File: config.mk
export PLATFORM = sky130hd
export DESIGN_NAME = three_rotor_reflector_cipher
export DESIGN_NICKNAME = d
export VERILOG_FILES = /design/src/design/trrc_pkg.sv /design/src/design/three_rotor_reflector_cipher.sv
export VERILOG_INCLUDE_DIRS = /design/src /design/src/design
export SDC_FILE = /design/constraint.sdc
export NUM_CORES = 1
export LEC_CHECK = 0
export BUFFER_PORTS_ARGS = -buffer_cell sky130_fd_sc_hd__buf_2
export CORE_MARGIN = 2
export CORE_UTILIZATION = 32
export DETAILED_ROUTE_END_ITERATION = 8
export PLACE_DENSITY = 0.47
export SETUP_SLACK_MARGIN = 0.1
export SKIP_CTS_REPAIR_TIMING = 1
export SLEW_MARGIN = 15
export SYNTH_ARGS = -nofsm -noshare
export SYNTH_HDL_FRONTEND = slang
export SYNTH_SLANG_ARGS = --single-unit
File: constraint.sdc
create_clock -name i_clk -period 23 [get_ports i_clk]
set_clock_uncertainty 0.15 [all_clocks]
set_input_delay 3.45 -clock i_clk [delete_from_list [all_inputs] [get_ports i_clk]]
set_output_delay 3.45 -clock i_clk [all_outputs]
set_load 0.02 [all_outputs]
File: src/design/assert_macros.svh
// Assertion macros shared by the cipher RTL.
// Depends on nothing; the including module supplies i_clk and i_rst_n.
`ifndef ASSERT_MACROS_SVH
`define ASSERT_MACROS_SVH

// Clocked check, switched off while reset is asserted.
`define ASSERT_CLK(label, prop, msg) \
    label: assert property (@(posedge i_clk) disable iff (!i_rst_n) (prop)) \
        else $error(msg);

// Clocked check that an antecedent implies a consequent in the following cycle.
`define ASSERT_NEXT(label, ante, cons, msg) \
    label: assert property (@(posedge i_clk) disable iff (!i_rst_n) \
        (ante) |=> (cons)) else $error(msg);

`endif

File: src/design/trrc_pkg.sv
// Package for the three-rotor reflector cipher: wiring tables, register
// indexes and mod-26 helper functions. Depends on nothing.
package trrc_pkg;

    localparam int unsigned LETTER_W = 5;
    localparam int unsigned CFG_IDX_W = 2;

    typedef logic [LETTER_W-1:0] t_letter;
    typedef t_letter t_map [0:25];

    localparam logic [CFG_IDX_W-1:0] CFG_FAST_START   = 2'd0;
    localparam logic [CFG_IDX_W-1:0] CFG_MIDDLE_START = 2'd1;
    localparam logic [CFG_IDX_W-1:0] CFG_SLOW_START   = 2'd2;

    localparam t_letter LAST_LETTER = 5'd25;

    localparam t_map WIRE_FAST = '{
        5'd11, 5'd10, 5'd9,  5'd7,  5'd6,  5'd5,  5'd3,  5'd18, 5'd0,
        5'd16, 5'd22, 5'd4,  5'd17, 5'd19, 5'd24, 5'd20, 5'd8,  5'd14,
        5'd15, 5'd12, 5'd13, 5'd1,  5'd21, 5'd2,  5'd23, 5'd25};
    localparam t_map WIRE_MIDDLE = '{
        5'd12, 5'd13, 5'd1,  5'd21, 5'd2,  5'd23, 5'd25, 5'd0,  5'd18,
        5'd3,  5'd5,  5'd6,  5'd7,  5'd9,  5'd10, 5'd11, 5'd15, 5'd14,
        5'd8,  5'd20, 5'd24, 5'd19, 5'd17, 5'd4,  5'd22, 5'd16};
    localparam t_map WIRE_SLOW = '{
        5'd16, 5'd22, 5'd4,  5'd17, 5'd19, 5'd24, 5'd20, 5'd8,  5'd14,
        5'd15, 5'd0,  5'd18, 5'd3,  5'd5,  5'd6,  5'd7,  5'd9,  5'd10,
        5'd11, 5'd25, 5'd23, 5'd2,  5'd21, 5'd1,  5'd13, 5'd12};
    localparam t_map INV_SLOW = '{
        5'd10, 5'd23, 5'd21, 5'd12, 5'd2,  5'd13, 5'd14, 5'd15, 5'd7,
        5'd16, 5'd17, 5'd18, 5'd25, 5'd24, 5'd8,  5'd9,  5'd0,  5'd3,
        5'd11, 5'd4,  5'd6,  5'd22, 5'd1,  5'd20, 5'd5,  5'd19};
    localparam t_map INV_MIDDLE = '{
        5'd7,  5'd2,  5'd4,  5'd9,  5'd23, 5'd10, 5'd11, 5'd12, 5'd18,
        5'd13, 5'd14, 5'd15, 5'd0,  5'd1,  5'd17, 5'd16, 5'd25, 5'd22,
        5'd8,  5'd21, 5'd19, 5'd3,  5'd24, 5'd5,  5'd20, 5'd6};
    localparam t_map INV_FAST = '{
        5'd8,  5'd21, 5'd23, 5'd6,  5'd11, 5'd5,  5'd4,  5'd3,  5'd16,
        5'd2,  5'd1,  5'd0,  5'd19, 5'd20, 5'd17, 5'd18, 5'd9,  5'd12,
        5'd7,  5'd13, 5'd15, 5'd22, 5'd10, 5'd24, 5'd14, 5'd25};
    localparam t_map REFLECT = '{
        5'd24, 5'd17, 5'd20, 5'd7,  5'd16, 5'd18, 5'd11, 5'd3,  5'd15,
        5'd23, 5'd13, 5'd6,  5'd14, 5'd10, 5'd12, 5'd8,  5'd4,  5'd1,
        5'd5,  5'd25, 5'd2,  5'd22, 5'd21, 5'd9,  5'd0,  5'd19};

    // Reduce any 5-bit code to 0..25 by one conditional subtract.
    function automatic t_letter fold26(input t_letter v);
        return (v > LAST_LETTER) ? 5'(v - 5'd26) : v;
    endfunction

    // (a + b) mod 26 for a, b in 0..25.
    function automatic t_letter add26(input t_letter a, input t_letter b);
        logic [LETTER_W:0] s;
        s = {1'b0, a} + {1'b0, b};
        return (s >= 6'd26) ? 5'(s - 6'd26) : s[LETTER_W-1:0];
    endfunction

    // (a - b) mod 26 for a, b in 0..25.
    function automatic t_letter sub26(input t_letter a, input t_letter b);
        logic [LETTER_W:0] s;
        s = {1'b0, a} + 6'd26 - {1'b0, b};
        return (a >= b) ? 5'(a - b) : s[LETTER_W-1:0];
    endfunction

    // Advance a 0..25 count by one with wrap.
    function automatic t_letter inc26(input t_letter v);
        return (v == LAST_LETTER) ? 5'd0 : 5'(v + 5'd1);
    endfunction

endpackage

File: src/design/three_rotor_reflector_cipher.sv
// Top level of the three-rotor reflector cipher: rotor stepping, the
// letter path and the handshakes. Depends on trrc_pkg and assert_macros.svh.
//
//  channel  | direction | handshake                   | payload
//  ---------+-----------+-----------------------------+--------------------------------
//  in       | sink      | i_in_valid / o_in_stall     | i_letter_in, i_start_of_message
//  out      | source    | o_out_valid / i_out_stall   | o_letter_out
//  cfg      | sink      | i_cfg_we (no wait)          | i_cfg_index, i_cfg_data
//
// One transaction is accepted per cycle while o_in_stall is low; a result passes
// first through the input register, loaded with the rotor step, and then through
// the result register, loaded from the table lookups forward, reflected and back.
// Reset is synchronous and active low; it zeroes the start rotations, the
// rotor positions, the step counts and both valid flags.
// A stall on the output holds the result register; the input register still
// drains into it when it is empty, so input stall rises only when both are full.
`include "assert_macros.svh"

module three_rotor_reflector_cipher (
    input  logic                     i_clk,
    input  logic                     i_rst_n,
    input  logic                     i_in_valid,
    output logic                     o_in_stall,
    input  trrc_pkg::t_letter        i_letter_in,
    input  logic                     i_start_of_message,
    output logic                     o_out_valid,
    input  logic                     i_out_stall,
    output trrc_pkg::t_letter        o_letter_out,
    input  logic                     i_cfg_we,
    input  logic [trrc_pkg::CFG_IDX_W-1:0] i_cfg_index,
    input  trrc_pkg::t_letter        i_cfg_data
);
    import trrc_pkg::*;

    // Configuration registers.
    t_letter r_fast_start, r_mid_start, r_slow_start;

    // Rotor state, always kept in 0..25.
    t_letter r_fast_pos, r_mid_pos, r_slow_pos;
    t_letter r_fast_cnt, r_mid_cnt;

    // Input register: the folded letter and the rotor positions it sees.
    logic    r_a_valid;
    t_letter r_a_letter, r_a_fast, r_a_mid, r_a_slow;

    // Result register.
    logic    r_out_valid;
    t_letter r_out_letter;

    logic    in_accept, out_free, a_free;
    t_letter use_fast, use_mid, use_slow, use_fcnt, use_mcnt;
    t_letter n_fast_pos, n_mid_pos, n_slow_pos, n_fast_cnt, n_mid_cnt;
    t_letter f1, f2, f3, rf, b1, b2, n_letter;

    // The result register can load when it is empty or being emptied; the
    // input register can load when it is empty or moving forward.
    assign out_free   = !r_out_valid || !i_out_stall;
    assign a_free     = !r_a_valid || out_free;
    assign o_in_stall = !a_free;
    assign in_accept  = i_in_valid && a_free;

    assign o_out_valid  = r_out_valid;
    assign o_letter_out = r_out_letter;

    // Start of message reloads the rotors and clears the step counts before
    // this letter is enciphered.
    always_comb begin
        use_fast = i_start_of_message ? fold26(r_fast_start) : r_fast_pos;
        use_mid  = i_start_of_message ? fold26(r_mid_start)  : r_mid_pos;
        use_slow = i_start_of_message ? fold26(r_slow_start) : r_slow_pos;
        use_fcnt = i_start_of_message ? 5'd0 : r_fast_cnt;
        use_mcnt = i_start_of_message ? 5'd0 : r_mid_cnt;
    end

    // Stepping after the letter: the fast rotor always moves, the middle one
    // when the letter count wraps, the slow one when the middle count wraps.
    always_comb begin
        n_fast_pos = inc26(use_fast);
        n_fast_cnt = inc26(use_fcnt);
        n_mid_pos  = use_mid;
        n_mid_cnt  = use_mcnt;
        n_slow_pos = use_slow;
        if (use_fcnt == LAST_LETTER) begin
            n_mid_pos = inc26(use_mid);
            n_mid_cnt = inc26(use_mcnt);
            if (use_mcnt == LAST_LETTER) begin
                n_slow_pos = inc26(use_slow);
            end
        end
    end

    // Letter path: forward through the rotors, reflect, then back.
    always_comb begin
        f1       = WIRE_FAST[sub26(r_a_letter, r_a_fast)];
        f2       = WIRE_MIDDLE[sub26(f1, r_a_mid)];
        f3       = WIRE_SLOW[sub26(f2, r_a_slow)];
        rf       = REFLECT[f3];
        b1       = add26(INV_SLOW[rf], r_a_slow);
        b2       = add26(INV_MIDDLE[b1], r_a_mid);
        n_letter = add26(INV_FAST[b2], r_a_fast);
    end

    // Configuration writes; an index past the register list is ignored.
    always_ff @(posedge i_clk) begin
        if (!i_rst_n) begin
            r_fast_start <= '0;
            r_mid_start  <= '0;
            r_slow_start <= '0;
        end else if (i_cfg_we) begin
            unique case (i_cfg_index)
                CFG_FAST_START:   r_fast_start <= i_cfg_data;
                CFG_MIDDLE_START: r_mid_start  <= i_cfg_data;
                CFG_SLOW_START:   r_slow_start <= i_cfg_data;
                default: ;
            endcase
        end
    end

    // Rotor state moves once per accepted transaction.
    always_ff @(posedge i_clk) begin
        if (!i_rst_n) begin
            r_fast_pos <= '0;
            r_mid_pos  <= '0;
            r_slow_pos <= '0;
            r_fast_cnt <= '0;
            r_mid_cnt  <= '0;
        end else if (in_accept) begin
            r_fast_pos <= n_fast_pos;
            r_mid_pos  <= n_mid_pos;
            r_slow_pos <= n_slow_pos;
            r_fast_cnt <= n_fast_cnt;
            r_mid_cnt  <= n_mid_cnt;
        end
    end

    // Input register.
    always_ff @(posedge i_clk) begin
        if (!i_rst_n) begin
            r_a_valid <= 1'b0;
        end else if (in_accept) begin
            r_a_valid <= 1'b1;
        end else if (out_free) begin
            r_a_valid <= 1'b0;
        end
    end

    always_ff @(posedge i_clk) begin
        if (in_accept) begin
            r_a_letter <= fold26(i_letter_in);
            r_a_fast   <= use_fast;
            r_a_mid    <= use_mid;
            r_a_slow   <= use_slow;
        end
    end

    // Result register.
    always_ff @(posedge i_clk) begin
        if (!i_rst_n) begin
            r_out_valid <= 1'b0;
        end else if (out_free) begin
            r_out_valid <= r_a_valid;
        end
    end

    always_ff @(posedge i_clk) begin
        if (out_free && r_a_valid) begin
            r_out_letter <= n_letter;
        end
    end

    // Checks on the stepping and the pipeline.
    `ASSERT_CLK(a_state_range,
        (r_fast_pos <= LAST_LETTER) && (r_mid_pos <= LAST_LETTER) &&
        (r_slow_pos <= LAST_LETTER) && (r_fast_cnt <= LAST_LETTER) &&
        (r_mid_cnt <= LAST_LETTER),
        "rotor state left the range 0..25")
    `ASSERT_NEXT(a_stage_moves, r_a_valid && out_free, o_out_valid,
        "a transaction in the input register did not reach the output")
    `ASSERT_NEXT(a_fast_steps, in_accept && !i_start_of_message,
        r_fast_pos == inc26($past(r_fast_pos)),
        "fast rotor did not advance by one")
    `ASSERT_NEXT(a_mid_holds,
        in_accept && !i_start_of_message && (r_fast_cnt != LAST_LETTER),
        $stable(r_mid_pos) && $stable(r_slow_pos),
        "middle or slow rotor moved without a count wrap")

endmodule

==> impl_metrics.toml <==
[hold_path]
hp-class = "flop to flop"
whs_endpoint = "r_fast_pos[0]"
hold_start = "r_fast_pos[0]"
hold_depth = 2

[logic_synthesis]
async_flop_share = 0
syn-cell-area_um2 = 7960
synth_area_per_cell_um2 = 8.38
synth_nets = 1093
ys_seq_area_frac = 0.200
ys_ff_latch = 67
yosys.area.top_type = "ha_1"
synthCells = 950
ys_types = 87
synthAdderAreaFrac = 0.208
synth-compound-area-share = 0.237
yosys-top-cells-area = "ha_1, dfxtp_1, edfxtp_1"
synthSimpleGateAreaFrac = 0.165
synth-edff-count = 25
synth_xor_area_frac = 0.0517
ys.flop_type = "dfxtp_1"
yosysTopAreaCellShare = 0.179
synth_mux_area_frac = 0.0726
yosys_warnings = 0
synth_top_family_by_area = "compound AO/OA/AOI/OAI gates"

[worst_setup_path]
critPathKind = "flop to flop"
worstRegToRegCells = 82
path_common_cell = "inv_1"
max_stage_delay_ns = 0.83
cp_slowest_cell = "mux2i_1"
cp_num_buf_inv = 13
arrival_ns = 19.12
timing.rr.end = "o_letter_out[3]"
required_ns = 22.93
r2r_slack_ns = 3.81
endpoint_kind = "flop"
cp_max_fo = 13
path_delay_family = "compound AO/OA/AOI/OAI gates"
startpoint_type = "flop"
r2r_start = "r_a_fast[0]"

[clock_network]
clockBufferDepth = 2
cts_root_buf = "clkbuf_16"
clkTransAtPathRegs_ns = 0.05
h-tree-depth = 3
cts_sinks = 67
insertion_delay_ns = 0.33
numCtsBuffers = 9
tritoncts = "yes"

[drt]
dr.pass1.iters = 5
routed_via_density = 5.03
drt_iter0_drc = 338
routedWlPerCell_um = 13.3
vias = 6458
routed_wl_um = 17100
antenna_left = 0
route.detailed.drc = 0

[floorplanning]
initial_core_util = 0.326
placementRows = 57
ios = 25
die_x_um = 162
die_h_um = 162
core_um2 = 24400
dieArea_um2 = 26100

[sta]
tightestPinTransition_ns = 0.955
fmax_ghz = 0.0521
slew_viol_final = 0
relSlewSlack = 0.345
tns_ns = 0
fin_crit_sh = 0.834
layout_min_cycle_time_ns = 19.19
final-hold-violation-count = 0
setup_viol = 0
rsz0062_at_grt = "no"

[final_layout]
num_antenna_cells = 0
layout-drive-gt1-share = 0.0948
synthToLayoutAreaGrowth_pct = 8.57
final_common_cell = "ha_1"
nFillCells = 2570
fin_nets = 1098
final_cell_mix = "ha_1, inv_1, nand2_1"

[job]
max-cap-violations = 0

[placed_design]
gp_congestion = 0.785
dp_hpwl_um = 13100
portBuffers = 24

[global_route]
track_usage = 0.134
grt_pass1_wl_um = 29500
grt_antenna_before_repair = 0
grt_pass1_vias = 6102
overflow = 0
grt_max_degree = 43

[run_status]
status = "finished, final reports clean"
[worst max-delay path by stage]
stage	start	endpoint	cells past startpoint
2_1_floorplan	r_a_fast[0]	o_letter_out[3]	88
3_3_place_gp	r_a_fast[1]	o_letter_out[3]	77
3_5_place_dp	r_a_fast[0]	o_letter_out[3]	80
4_1_cts	r_a_fast[0]	o_letter_out[3]	80
5_1_grt	r_a_fast[0]	o_letter_out[3]	82
6_report	r_a_fast[0]	o_letter_out[3]	82
[logic make-up (layout without fill, tap and decap cells)]
group	Yosys count	count (layout)
AND/OR/NAND/NOR	263	263
flip-flops	67	67
XOR/XNOR	47	47
buffers and inverters	130	140
multiplexers	51	51
AO/OA/AOI/OAI	266	266
adder cells (fa/ha/maj)	126	126
[tightest hold or removal path, cell delays in order, from the launching register on]
cell      delay (ns)
dfxtp_1         0.31
nand2_1         0.05
a21boi_0        0.06
[layer usage]
layer,wire (µm),vias to the layer above,global-route usage,part of all wire
met1,9190,2960,0.196,0.54
met4,246,0,0.0390,0.014
met2,7330,82,0.208,0.43
met3,350,16,0.0163,0.020
met5,0,-,0,0
li1,-,3400,-,-
[final cells by class]
class,instances,area (µm²),area share
well taps,324,405,0.0469
multi-input cells,753,5850,0.677
clock inverters,2,10.0,0.00116
clock buffers,14,275,0.0319
inverters,96,360,0.0417
repair buffers,28,150,0.0174
flip-flops and latches,67,1590,0.184
[cells in the mapped netlist (4+ instances only)]
cell / n
a211oi_1: 9
a21boi_0: 8
a21o_1: 19
a21oi_1: 55
a21oi_2: 4
a22oi_1: 12
a31oi_1: 9
and3_1: 5
buf_1: 4
buf_2: 4
clkbuf_1: 22
dfxtp_1: 42
edfxtp_1: 25
fa_1: 11
ha_1: 114
inv_1: 96
mux2_2: 10
mux2i_1: 36
mux4_2: 4
nand2_1: 84
nand2b_1: 7
nand3_1: 29
nand3b_1: 5
nand4_1: 8
nor2_1: 47
nor2b_1: 35
nor3_1: 17
nor3b_1: 7
o211a_1: 7
o211ai_1: 16
o21a_1: 5
o21ai_0: 51
o21ai_1: 11
o21ai_2: 5
or3_1: 5
xnor2_1: 32
xor2_1: 15
[per-stage QoR]
step	instance area, µm²	util	std cells	setup WS [ns]	hold WS (ns)
floorplan	7960	-	950	6.27	0.291
global placement	8350	0.343	1268	4.23	0.307
detailed placement	8350	0.343	1268	3.91	0.313
CTS	8640	0.354	1284	3.88	0.320
global route	8640	0.354	1284	1.85	0.357
finish	8640	0.354	1284	3.81	0.316
Power is not shown: default switching activity piles up to over one toggle a cycle in this logic, so the estimate is an artifact.
